==> src/hdl/scmr_pkg.sv <==
`default_nettype none
package scmr_pkg;
  localparam int unsigned SampleW = 16;
  localparam int unsigned MeanW = 24;
  localparam int unsigned RmsW = 25;
  localparam int unsigned VarW = 40;
  localparam int unsigned CfgIdxW = 2;
  localparam int unsigned CfgDataW = 8;
  localparam int unsigned DefMaxSamples = 4096;
  localparam logic [RmsW-1:0] ZeroRmsCode = 25'd25600000;
  localparam logic [VarW-1:0] VarSat = {VarW{1'b1}};

  localparam logic [CfgIdxW-1:0] RegClipEnable = 2'd0;
  localparam logic [CfgIdxW-1:0] RegClipFactor = 2'd1;
  localparam logic [CfgIdxW-1:0] RegMaxIter = 2'd2;
  localparam logic [CfgIdxW-1:0] RegTolerance = 2'd3;

  // Request and answer of the shared sequential divider.
  typedef struct packed {
    logic        start;
    logic [95:0] num;
    logic [63:0] den;
  } div_req_t;

  typedef struct packed {
    logic        done;
    logic [95:0] quo;
    logic [63:0] rem;
  } div_rsp_t;

  typedef struct packed {
    logic        start;
    logic [63:0] value;
  } sqrt_req_t;

  typedef struct packed {
    logic        done;
    logic [31:0] root;
  } sqrt_rsp_t;
endpackage
`default_nettype wire

==> src/hdl/scmr_sqrt.sv <==
`default_nettype none
module scmr_sqrt (
  input  wire logic               clk_i,
  input  wire logic               rst_ni,
  input  wire scmr_pkg::sqrt_req_t req_i,
  output scmr_pkg::sqrt_rsp_t      rsp_o
);
  import scmr_pkg::*;

  // Digit-by-digit floor root, one result bit per cycle.
  logic [63:0] val_q, val_d;
  logic [63:0] res_q, res_d;
  logic [63:0] bit_q, bit_d;
  logic        busy_q, busy_d, done_q, done_d;
  logic [63:0] cand;

  always_comb begin
    val_d = val_q;
    res_d = res_q;
    bit_d = bit_q;
    busy_d = busy_q;
    done_d = 1'b0;
    cand = res_q + bit_q;
    if (req_i.start) begin
      val_d = req_i.value;
      res_d = '0;
      bit_d = 64'h4000_0000_0000_0000;
      busy_d = 1'b1;
    end else if (busy_q) begin
      if (val_q >= cand) begin
        val_d = val_q - cand;
        res_d = (res_q >> 1) + bit_q;
      end else begin
        res_d = res_q >> 1;
      end
      bit_d = bit_q >> 2;
      if (bit_q[0]) begin
        busy_d = 1'b0;
        done_d = 1'b1;
      end
    end
  end

  always_ff @(posedge clk_i or negedge rst_ni) begin
    if (!rst_ni) begin
      busy_q <= 1'b0;
      done_q <= 1'b0;
    end else begin
      busy_q <= busy_d;
      done_q <= done_d;
    end
  end

  always_ff @(posedge clk_i) begin
    val_q <= val_d;
    res_q <= res_d;
    bit_q <= bit_d;
  end

  assign rsp_o.done = done_q;
  assign rsp_o.root = res_q[31:0];

`ifndef SYNTH
  a_done_pulse: assert property (@(posedge clk_i) disable iff (!rst_ni)
    done_q |=> !done_q) else $error("root done held");
  a_done_after_busy: assert property (@(posedge clk_i) disable iff (!rst_ni)
    done_q |-> $past(busy_q)) else $error("root done without work");
  a_root_fits: assert property (@(posedge clk_i) disable iff (!rst_ni)
    done_q |-> res_q[63:32] == 32'd0) else $error("root too wide");
`endif
endmodule
`default_nettype wire

==> config.mk <==
export PLATFORM = sky130hd
export DESIGN_NAME = scmr_sqrt
export DESIGN_NICKNAME = d
export VERILOG_FILES = /design/src/hdl/scmr_pkg.sv /design/src/hdl/scmr_sqrt.sv
export SDC_FILE = /design/constraint.sdc
export NUM_CORES = 1
export LEC_CHECK = 0
export CORE_MARGIN = 10
export CORE_UTILIZATION = 50
export DETAILED_ROUTE_END_ITERATION = 10
export DONT_BUFFER_PORTS = 1
export GPL_TIMING_DRIVEN = 1
export MAX_ROUTING_LAYER = met4
export SETUP_SLACK_MARGIN = 0.15
export SLEW_MARGIN = 20
export SYNTH_ARGS = -nofsm -noshare
export SYNTH_HDL_FRONTEND = slang
export SYNTH_SLANG_ARGS = --single-unit
export TNS_END_PERCENT = 50
==> constraint.sdc <==
create_clock -name clk_i -period 24.8 [get_ports clk_i]
set_input_delay 7.44 -clock clk_i [delete_from_list [all_inputs] [get_ports clk_i]]
set_output_delay 7.44 -clock clk_i [all_outputs]
set_load 0.01 [all_outputs]
# Word level (Yosys, flattened, before mapping)
# Cells that the tools add are included.
word_totals:
  wordCells: 22
  ff_bits: 162
  out_inout_bits: 33
  in_bits: 67
op_classes:
  n_reduce_logical: 3
  order_cmp: 1
  add_sub_neg: 3
  muxes: 10
ops:
  columns: ["operator", "n"]
  rows:
  - ["two-way mux 64 bit", 4]
  - ["adder 63 x 63 -> 64 bit", 1]
  - ["adder 64 x 63 -> 64 bit", 1]
  - ["greater-or-equal comparator 64 bit", 1]
  - ["subtractor 64 bit", 1]
  - ["two-way mux 1 bit", 6]
  - ["nonzero test 2 bit", 2]
  - ["AND reduction 2 bit", 1]

# Longest topological paths before layout
logic_depth:
  word_depth: 5
  depth_mapped: 26
  ltp_nobuf: 23

# Least setup slack after synthesis
# No wires, ideal clock.
synth_path:
  path_kind: "input-to-reg"
  from: "input req_i[64] (netlist name)"
  to: "register val_q[0] (enable)"
  path_stages: 3
  arrival_ps: 9779
  required_time_ps: 23757
  setup_slack_ps: 13978
  setup_ps: 1043
  n_path_buf: 1
  cell_sequence: "inv_1 clkbuf_1 o21ai_0"
synth_between:
  elab_chain_cells: 2
  elab_cells_between_ends: 3
  cone_classes: "reduce/logical: 3"
synth_lines:
  columns: ["element", "line_no", "source"]
  rows:
  - ["from (decl)", "scmr_sqrt.sv:5", "input wire scmr_pkg::sqrt_req_t req_i,"]
  - ["nonzero test 2 bit (no source line)", null, null]
  - ["AND reduction 2 bit (no source line) *", null, null]
  - ["to (signal assigned)", "scmr_sqrt.sv:55", "val_q <= val_d;"]
  - ["to (decl)", "scmr_sqrt.sv:11", "logic [63:0] val_q, val_d;"]
# Every way passes the cells marked *; elsewhere a longest branch is shown, timed or not.
# A chain may end at the register's enable or synchronous reset.

==> reports/metrics.cfg <==
[run_status]
status = finished clean

[logic_synthesis]
synth.avg_cell_area_um2 = 7.70
synth_compound_area_share_pct = 27.2
yosys.area_share.adder_pct = 10.7
syn_area_um2 = 15400
synth_top_family_by_area = compound AO/OA/AOI/OAI gates
syn-num-nets = 2199
yosys_most_used_dff = dfxtp_1
synth_cells = 2001
synth.area.mux_share_pct = 3.01
ys_seq_area_share_pct = 25.3
synth_seq_cells = 162
yosysWarnings = 0
yosys.area_share.simple_pct = 19.7
synth_xor_area_share_pct = 8.70
synth_edf_count = 64
async_flop_share_pct = 1.23
synth.distinct_cells = 85

[timing]
rsz0062_at_grt = no
post-route-period-util_pct = 37.3
fin_crit_ps = 9260
timing.fmax_mhz = 108
setup-violations-final = 0
hold_slack_ps = 558
fin_ws_ps = 15540
hold_violations = 0
max_slew_margin_pct = 37.2
fin_worst_skew_ps = 9.75
setup_tns_ps = 0
slew_viol_final = 0
tightest_slew_ps = 939

[finish]
area_delta_synth_final_pct = 3.20
final_util_pct = 52.1
final_nets = 2091
drive_gt1_share_pct = 4.20
n_antenna_cell = 0
final_cell_mix = 255 x nand2_1, 194 x nor2_1, 153 x o21ai_0
final_common_cell = nand2_1

[clocking]
cts.htree.levels = 4
cts-root-buf = clkbuf_16
clk_latency_ps = 450
holdBufCountCts = 0
cts_tree = done
clock_sinks = 162
post_cts_buffers = 0
post_cts_resized = 0
cts_buffers = 17
cts_buffer_depth = 2
clk_pin_slew_ps = 70

[die]
rows = 64
initial_core_util_pct = 50.5
io_pins = 100
die_h_um = 196
design.die.area_um2 = 38200
core_area_um2 = 30500
die_x_um = 196

[setup_path]
critical_path_arrival_ps = 9640
reg2reg_depth = 22
critPathKind = in2reg
start_kind = input pin
r2r-start = res_q[8]
crit_path_max_fanout = 196
cp.required_ps = 25180
rr_endpoint = res_q[60]
end_kind = register
r2r_slack_ps = 17500

[route]
wl_met3_um = 2280
drt_iter0_drc = 865
vias = 14330
drt-wirelength-per-cell_um = 20.6
met2_length_um = 23600
antenna_left = 0
dr.pass1.iters = 5
vias_per_cell = 6.23
drt-total-wl_um = 47400
drcViolationCount = 0
routed.top_layer = met4
met1_length_um = 20600

[global_routing]
grt_pass1_vias = 14027
grt_use_total_pct = 24.6
antenna_found_initial = 0
grt_max_degree = 197
grt_overflow_total = 0
grt_pass1_wl_um = 75200

[place]
pre_cts_ws_ps = 15210
gp_congestion = 0.957
hpwl_um = 36400
port_buffers = 0

[hold_path]
min-delay-start = bit_q[60]
min_to = bit_q[60]
hold_path_class = reg2reg
hold_depth = 2

[power]
leakage_nw = 6.29
peakVddDrop_v = 0.0000754
p_per_area_nw_per_um2 = 112

[flow_run]
drv_cap = 0

==> synth_stat cells, drive strengths merged, types with 52 or more instances <==
| cell | instances | area share (%) |
|---|---|---|
| a21oi | 124 | 4.0 |
| a31oi | 74 | 3.1 |
| clkbuf | 84 | 2.0 |
| dfxtp | 96 | 12 |
| edfxtp | 64 | 12 |
| ha | 130 | 11 |
| inv | 52 | 1.3 |
| nand2 | 255 | 6.2 |
| nor2 | 195 | 4.8 |
| o21ai | 207 | 6.7 |
| xnor2 | 74 | 4.2 |
| xor2 | 79 | 4.5 |
==> per-layer routing <==
layer	vias to the layer above	track usage, %
li1	7127	-
met1	6802	28.6
met2	348	42.3
met3	53	4.73
met4	0	6.90
met5	-	-
==> how the worst max path moves through the flow <==
stage | start | endpoint | slack (ps) | depth (start not counted)
6_report | req_i[64] | res_q[60] | 15540 | 6
5_1_grt | req_i[64] | res_q[60] | 15450 | 6
4_1_cts | req_i[64] | res_q[60] | 15690 | 6
3_3_place_gp | req_i[64] | res_q[60] | 15230 | 6
2_1_floorplan | req_i[64] | val_q[0] | 13980 | 3
3_5_place_dp | req_i[64] | res_q[60] | 15210 | 6
==> metrics by stage <==
step	power, W	std cells	area, um^2
2_1_floorplan	0.00126	2001	15400
3_3_place_gp	0.00150	2270	15300
3_5_place_dp	0.00150	2270	15300
4_1_cts	0.00178	2302	15900
5_1_grt	0.00192	2302	15900
6_report	0.00178	2302	15900
==> sequential cells by signal, indices dropped and copies added (netlist names) <==
register and flops:
res_q 64, val_q 64, bit_q 32, busy_q 1, done_q 1
==> worst max-delay path: stages <==
cell and delay (ps):
inv_1 650, nand2_1 630, nor2_2 480, a32o_1 220, a21oi_1 40, o211ai_1 90
==> report_power, final <==
| part | internal, W | switching [W] | total, W |
|---|---|---|---|
| Combinational | 0.000389 | 0.000689 | 0.00108 |
| Clock | 0.000143 | 0.000123 | 0.000266 |
| Sequential | 0.000384 | 0.0000530 | 0.000437 |
| Total | 0.000915 | 0.000865 | 0.00178 |
==> kinds of logic after synthesis <==
logic type,after synthesis
flip-flops,162
AND/OR/NAND/NOR,671
buffers and inverters,186
XOR/XNOR,153
AO/OA/AOI/OAI,652
multiplexers,46
adder cells (fa/ha/maj),131
==> area by class of cell <==
class                           count  area [um^2]
Clock buffer                       19          443
Clock inverter                     13          121
Fill cell                        2954        14600
Inverter                           52          195
Multi-Input combinational cell   1653        10700
Sequential cell                   162         3900
Tap cell                          396          495
Timing Repair Buffer                7         52.6
Power figures use the tool's default switching activity.
