File: config.mk
export PLATFORM = sky130hd
export DESIGN_NAME = scmr_div
export DESIGN_NICKNAME = d
export VERILOG_FILES = /design/src/hdl/scmr_pkg.sv /design/src/hdl/scmr_div.sv
export SDC_FILE = /design/constraint.sdc
export NUM_CORES = 1
export LEC_CHECK = 0
export BUFFER_PORTS_ARGS = -buffer_cell sky130_fd_sc_hd__buf_4
export CORE_MARGIN = 2
export CORE_UTILIZATION = 40
export CTS_BUF_LIST = sky130_fd_sc_hd__clkbuf_2 sky130_fd_sc_hd__clkbuf_4 sky130_fd_sc_hd__clkbuf_8
export DETAILED_ROUTE_END_ITERATION = 12
export GPL_TIMING_DRIVEN = 0
export SYNTH_ARGS = -nofsm -noshare
export SYNTH_HDL_FRONTEND = slang
export SYNTH_SLANG_ARGS = --single-unit
File: constraint.sdc
create_clock -name clk_i -period 7.1 [get_ports clk_i]
set_clock_uncertainty 0.1 [all_clocks]
set_input_delay 1.065 -clock clk_i [delete_from_list [all_inputs] [get_ports clk_i]]
set_output_delay 1.065 -clock clk_i [all_outputs]
set_load 0.005 [all_outputs]
File: src/hdl/scmr_pkg.sv
`default_nettype none
package scmr_pkg;
  localparam int unsigned SampleW = 16;
  localparam int unsigned MeanW = 24;
  localparam int unsigned RmsW = 25;
  localparam int unsigned VarW = 40;
  localparam int unsigned CfgIdxW = 2;
  localparam int unsigned CfgDataW = 8;
  localparam int unsigned DefMaxSamples = 4096;
  localparam logic [RmsW-1:0] ZeroRmsCode = 25'd25600000;
  localparam logic [VarW-1:0] VarSat = {VarW{1'b1}};

  localparam logic [CfgIdxW-1:0] RegClipEnable = 2'd0;
  localparam logic [CfgIdxW-1:0] RegClipFactor = 2'd1;
  localparam logic [CfgIdxW-1:0] RegMaxIter = 2'd2;
  localparam logic [CfgIdxW-1:0] RegTolerance = 2'd3;

  // Request and answer of the shared sequential divider.
  typedef struct packed {
    logic        start;
    logic [95:0] num;
    logic [63:0] den;
  } div_req_t;

  typedef struct packed {
    logic        done;
    logic [95:0] quo;
    logic [63:0] rem;
  } div_rsp_t;

  typedef struct packed {
    logic        start;
    logic [63:0] value;
  } sqrt_req_t;

  typedef struct packed {
    logic        done;
    logic [31:0] root;
  } sqrt_rsp_t;
endpackage
`default_nettype wire

File: src/hdl/scmr_div.sv
`default_nettype none
module scmr_div (
  input  wire logic              clk_i,
  input  wire logic              rst_ni,
  input  wire scmr_pkg::div_req_t req_i,
  output scmr_pkg::div_rsp_t      rsp_o
);
  import scmr_pkg::*;

  // Restoring division, one quotient bit per cycle.
  logic [95:0] quo_q, quo_d;
  logic [64:0] rem_q, rem_d;
  logic [63:0] den_q, den_d;
  logic [6:0]  cnt_q, cnt_d;
  logic        busy_q, busy_d, done_q, done_d;
  logic [64:0] trial;
  logic [64:0] shifted;

  always_comb begin
    quo_d = quo_q;
    rem_d = rem_q;
    den_d = den_q;
    cnt_d = cnt_q;
    busy_d = busy_q;
    done_d = 1'b0;
    shifted = {rem_q[63:0], quo_q[95]};
    trial = shifted - {1'b0, den_q};
    if (req_i.start) begin
      quo_d = req_i.num;
      rem_d = '0;
      den_d = req_i.den;
      cnt_d = 7'd96;
      busy_d = 1'b1;
    end else if (busy_q) begin
      if (!trial[64]) begin
        rem_d = trial;
        quo_d = {quo_q[94:0], 1'b1};
      end else begin
        rem_d = shifted;
        quo_d = {quo_q[94:0], 1'b0};
      end
      cnt_d = cnt_q - 7'd1;
      if (cnt_q == 7'd1) begin
        busy_d = 1'b0;
        done_d = 1'b1;
      end
    end
  end

  always_ff @(posedge clk_i or negedge rst_ni) begin
    if (!rst_ni) begin
      busy_q <= 1'b0;
      done_q <= 1'b0;
      cnt_q <= '0;
    end else begin
      busy_q <= busy_d;
      done_q <= done_d;
      cnt_q <= cnt_d;
    end
  end

  always_ff @(posedge clk_i) begin
    quo_q <= quo_d;
    rem_q <= rem_d;
    den_q <= den_d;
  end

  assign rsp_o.done = done_q;
  assign rsp_o.quo = quo_q;
  assign rsp_o.rem = rem_q[63:0];

`ifndef SYNTH
  a_done_pulse: assert property (@(posedge clk_i) disable iff (!rst_ni)
    done_q |=> !done_q) else $error("divider done held");
  a_done_after_busy: assert property (@(posedge clk_i) disable iff (!rst_ni)
    done_q |-> $past(busy_q)) else $error("divider done without work");
  a_cnt_idle: assert property (@(posedge clk_i) disable iff (!rst_ni)
    !busy_q |-> cnt_q == 7'd0 || $past(busy_q)) else $error("divider count");
`endif
endmodule
`default_nettype wire

-- Yosys cells after proc, flatten, opt, wreduce, memory -nomap -nowiden
Cells that the tools add are included.
- add/sub/neg operators: 2
- equal/unequal tests: 1
- multiplexer cells: 12
- reduce and logical (&&, ||, !) cells: 1
- operators with widths (operator ; count):
    $mux W96 ; 2
    $sub A65 B64 Y65 ; 1
    $mux W64 ; 1
    $mux W7 ; 2
    $eq A7 B1 Y1 const B ; 1
    $mux W1 ; 7
    $sub A7 B1 Y7 const B ; 1
    $reduce_bool A2 Y1 ; 1
- register bits: 233
- input bits: 163
- output and inout port bits: 161
- logic and storage cells: 22

-- Logic depth before layout (Yosys ltp)
- depth in word-level cells: 4
- gate-level depth with buffers: 16
- mapped depth without buffers: 13

-- Worst setup path before layout
OpenSTA, ideal clock, no wires.
- path type: input-to-reg
- start point: input req_i[160] in the netlist's numbering
- end point: register quo_q[0], enable pin
- library setup time: 0.414 ns
- arrival: 3.166 ns
- data required time: 6.586 ns
- setup slack: 3.421 ns
- stages on the path: 4
- path buffers: 3
- path through: clkbuf_1 -> clkbuf_1 -> clkbuf_1 -> or2_2
- longest elaborated chain between the ends: 1
- ends and longest elaborated chain (element ; line ; RTL):
    start: declaration ; scmr_div.sv:5 ; input wire scmr_pkg::div_req_t req_i,
    $reduce_bool A2 Y1 (no source line) ; n/a ;
    end signal: assignment ; scmr_div.sv:63 ; quo_q <= quo_d;
    end: declaration ; scmr_div.sv:11 ; logic [95:0] quo_q, quo_d;
Every way passes these cells.
A chain may end at the register's enable or synchronous reset.

-- Worst setup path in the final report
- start point: register quo_q[95]
- end point: register rem_q[60]
- longest elaborated chain between the ends: 2
- ends and longest elaborated chain (element ; line ; RTL):
    $sub A65 B64 Y65 ; scmr_div.sv:27 ; trial = shifted - {1'b0, den_q};
    $mux W64 ; scmr_div.sv:35 ; if (!trial[64]) begin
    end signal: assignment ; scmr_div.sv:64 ; rem_q <= rem_d;
    end: declaration ; scmr_div.sv:12 ; logic [64:0] rem_q, rem_d;
Every way passes these cells.

==> key figures <==
STA
  – RSZ-0062 raised after global routing: false
  – Worst-margin pin slew: roughly 1.1 ns
  – Tmin final: roughly 4.8 ns
  – Max-slew headroom: 22.9%
  – Final Cycle Share: 67.1%
  – Final setup TNS: 0 ns
  – Fmax achieved: 210 MHz
  – Slew Limit Fails: 0
  – Final setup viols: 0
  – Fin. Hold Viols: 0

Critical path
  – Worst EP required: roughly 7.5 ns
  – Reg-to-Reg End: rem_q[60]$_SDFFE_PP0P_
  – Register-to-Register Setup Slack: approximately 2.3 ns
  – CP arrival: between 5 and 6 ns
  – R2R depth: 14
  – CP Launch Type: register
  – Critical path class: reg -> reg
  – CP Capture Type: register
  – R2r startpoint: quo_q[95]$_DFFE_PP_
  – Worst-path fanout max: 10

Logic synthesis
  – Synth Area per Inst: slightly below 10 um2
  – Yosys reg bits: 233
  – Unique masters post-synth: 63
  – Primary FF master, synth: edfxtp_1
  – Post-synth EDFFs: 160
  – Post-synth top area cell: edfxtp_1
  – Mapped Nets: between 1,500 and 2,000
  – Post-synthesis cell count: 1,353
  – Top-area cell type share of the netlist area: between 30 and 40%
  – Synth area leaders: edfxtp_1 36%, dfxtp_1 9.6%, mux2_2 8.1%, ha_1 6.2%, nand2_1 4.7%
  – Asr flop ratio synth: approximately 3.9%
  – Sequential cell area fraction in the yosys report: 47.1%
  – Synth warn: 0
  – Mapped Area: approximately 0.013 mm2

Placed design
  – GP Congestion: about 0.89
  – PortBufs: roughly 320
  – Detailed placer's ending HPWL: approximately 32 mm
  – Post-Place Cells: 2,125

Die
  – Die height: between 150 and 200 um
  – Core Area: roughly 0.033 mm2
  – Boundary Pins: around 320
  – Row cnt: 67
  – Die ar.: around 0.035 mm2
  – Die width: between 150 and 200 um
  – Initial Util: between 40 and 50%

Clock network
  – CTS tree: done
  – # Post-CTS Setup Buffers: 0
  – Cts repair resizes: 0
  – CTS Hold Bufs: 0
  – Htree depth: 2
  – Worst-path clk slew: roughly 0.06 ns
  – CTS max path bufs: 3
  – Clk_lat worst skew: 0.62 ns
  – Root buf cell: clkbuf_8
  – Sink Count: 233
  – CTS Buf Count: 42

Layout
  – Share of layout cells above drive strength 1: around 30%
  – Final Non-Filler Cells: between 2,000 and 2,500
  – Post-layout util: 52.0%
  – Final net count: around 2,000
  – Area grow syn2layout: 28.9%
  – Ant diodes: 0

Routing
  – 1st-iter DRT viols: roughly 690
  – TritonRoute pass-1 iters: 5
  – Drt drc: 0
  – Vias: roughly 12,000
  – Routed vias/inst: ~5.3
  – ANT nets after route: 0
  – Routed wire per std cell: 19.0 um
  – Drt total wl: 41.9 mm

Job
  – Max_cap viols: 0

Worst hold path
  – HP Class: in -> async

Outcome
  – Status: finished, final reports clean

Global route
  – Largest net degree at the start of global routing: 66
  – Number of global-route vias before repair: ~12,000
  – Initial antenna violation count: 0
  – Gr ovfl total: 0
  – First-pass GRT wire length: between 60 and 70 mm
  – Gr usage total: about a quarter

Power and ir drop
  – Worst VDD drop: approximately 0.17 mV
  – Lkg Pwr: roughly 7.4 nW
  – Power Density: about 330 mW/mm2
-- cell usage after synthesis (all sizes together) (5+ instances only) --
cell type,n
nand2b,22
nand2,168
or3,8
a21o,20
a31oi,10
nor2,125
o211ai,12
a211oi,13
or2,6
nor3,14
o21ai,55
o31a,5
clkbuf,66
nand4,26
buf,16
xor2,24
nand3,16
o22ai,8
dfxtp,64
a311oi,52
xnor2,33
nor2b,11
ha,66
a21oi,91
edfxtp,160
dfrtp,9
o21bai,9
a21boi,6
inv,79
o21a,6
mux2,96
-- logic make-up (layout without fill, tap and decap cells) --
kind of cell	after synthesis	count (layout)	share of synthesized area [%]
simple gates	417	417	13.9
buf+inv	161	560	4.69
compound gates	318	318	15.9
fa+ha+maj	67	67	6.31
flops	233	233	47.1
xor+xnor	57	57	3.86
mux	100	100	8.36
-- metal layers --
metal  part of all wire [%]  global-route usage [%]  up-vias
li1                       -                       -     5687
met1                     42                    27.9     5495
met2                     47                    39.2      366
met3                    7.8                    7.95       73
met4                    3.3                    8.85        0
met5                      0                       0        -
-- worst max-delay path by stage --
stage / startpoint / slack (ns) / end / depth (start not counted)
floorplan: req_i[160] / 3.42 / quo_q[0]$_DFFE_PP_ / 4
global placement: req_i[160] / 1.04 / quo_q[78]$_DFFE_PP_ / 5
detailed placement: req_i[160] / 1.98 / quo_q[80]$_DFFE_PP_ / 6
CTS: quo_q[95]$_DFFE_PP_ / 2.32 / rem_q[60]$_SDFFE_PP0P_ / 14
global route: quo_q[95]$_DFFE_PP_ / 1.95 / rem_q[50]$_SDFFE_PP0P_ / 14
finish: quo_q[95]$_DFFE_PP_ / 2.34 / rem_q[60]$_SDFFE_PP0P_ / 14
-- metrics by stage --
step	total power [mW]	worst slack (ns)	area [um2]	hold WS [ns]
after floorplan	3.53	3.42	13400	0.378
after global placement	4.44	1.04	16400	0.399
after detailed placement	4.46	1.98	16400	0.400
after CTS	5.82	2.32	17300	0.104
after global routing	6.19	1.95	17300	0.116
final	5.76	2.34	17300	0.155
-- final cells by class --
type | count | area [um2]
plain buffers | 82 | 333
clock buffers | 69 | 818
clock inverters | 6 | 46.3
fillers | 3182 | 16000
inverters | 79 | 297
multi-input cells | 959 | 6470
flip-flops and latches | 233 | 6310
well taps | 448 | 561
repair buffers | 324 | 2450
-- flip-flops by register name (all words and copies together) (netlist names) --
signal	flops
quo_q	96
den_q	64
rem_q	64
cnt_q	7
done_q	1
busy_q	1
-- cell usage in the layout, fill, tap and decap left out, types with 10 or more instances in the layout --
master	instances
a211oi_1	13
a21o_1	20
a21oi_1	90
a311oi_1	52
a31oi_1	10
buf_2	11
buf_4	326
clkbuf_1	66
clkbuf_4	21
clkbuf_8	48
dfxtp_1	64
edfxtp_1	160
ha_1	66
inv_1	79
mux2_2	96
nand2_1	168
nand2b_1	22
nand3_1	16
nand4_1	26
nor2_1	125
nor2b_1	11
nor3_1	14
o211ai_1	12
o21ai_0	53
xnor2_1	32
xor2_1	24
-- report_power, final --
group | internal (mW) | switching [mW] | total, mW
logic | 1.08 | 1.40 | 2.49
clock network | 0.728 | 0.586 | 1.31
registers | 1.72 | 0.242 | 1.96
total | 3.53 | 2.23 | 5.76
-- worst max-delay path: stages, from the launching register on --
cell       delay [ns]
edfxtp_1         0.38
inv_1            0.06
ha_1             0.21
fa_1             0.38
nand2b_1         0.22
a211oi_1         0.45
o2111ai_1        0.24
nand3_1          0.25
a32o_1           0.22
or4b_1           0.10
buf_2            0.20
xor2_1           0.83
buf_2            0.47
nand4_1          0.23
a311oi_1         0.34
Note: power is estimated with default switching activity, not from simulation.
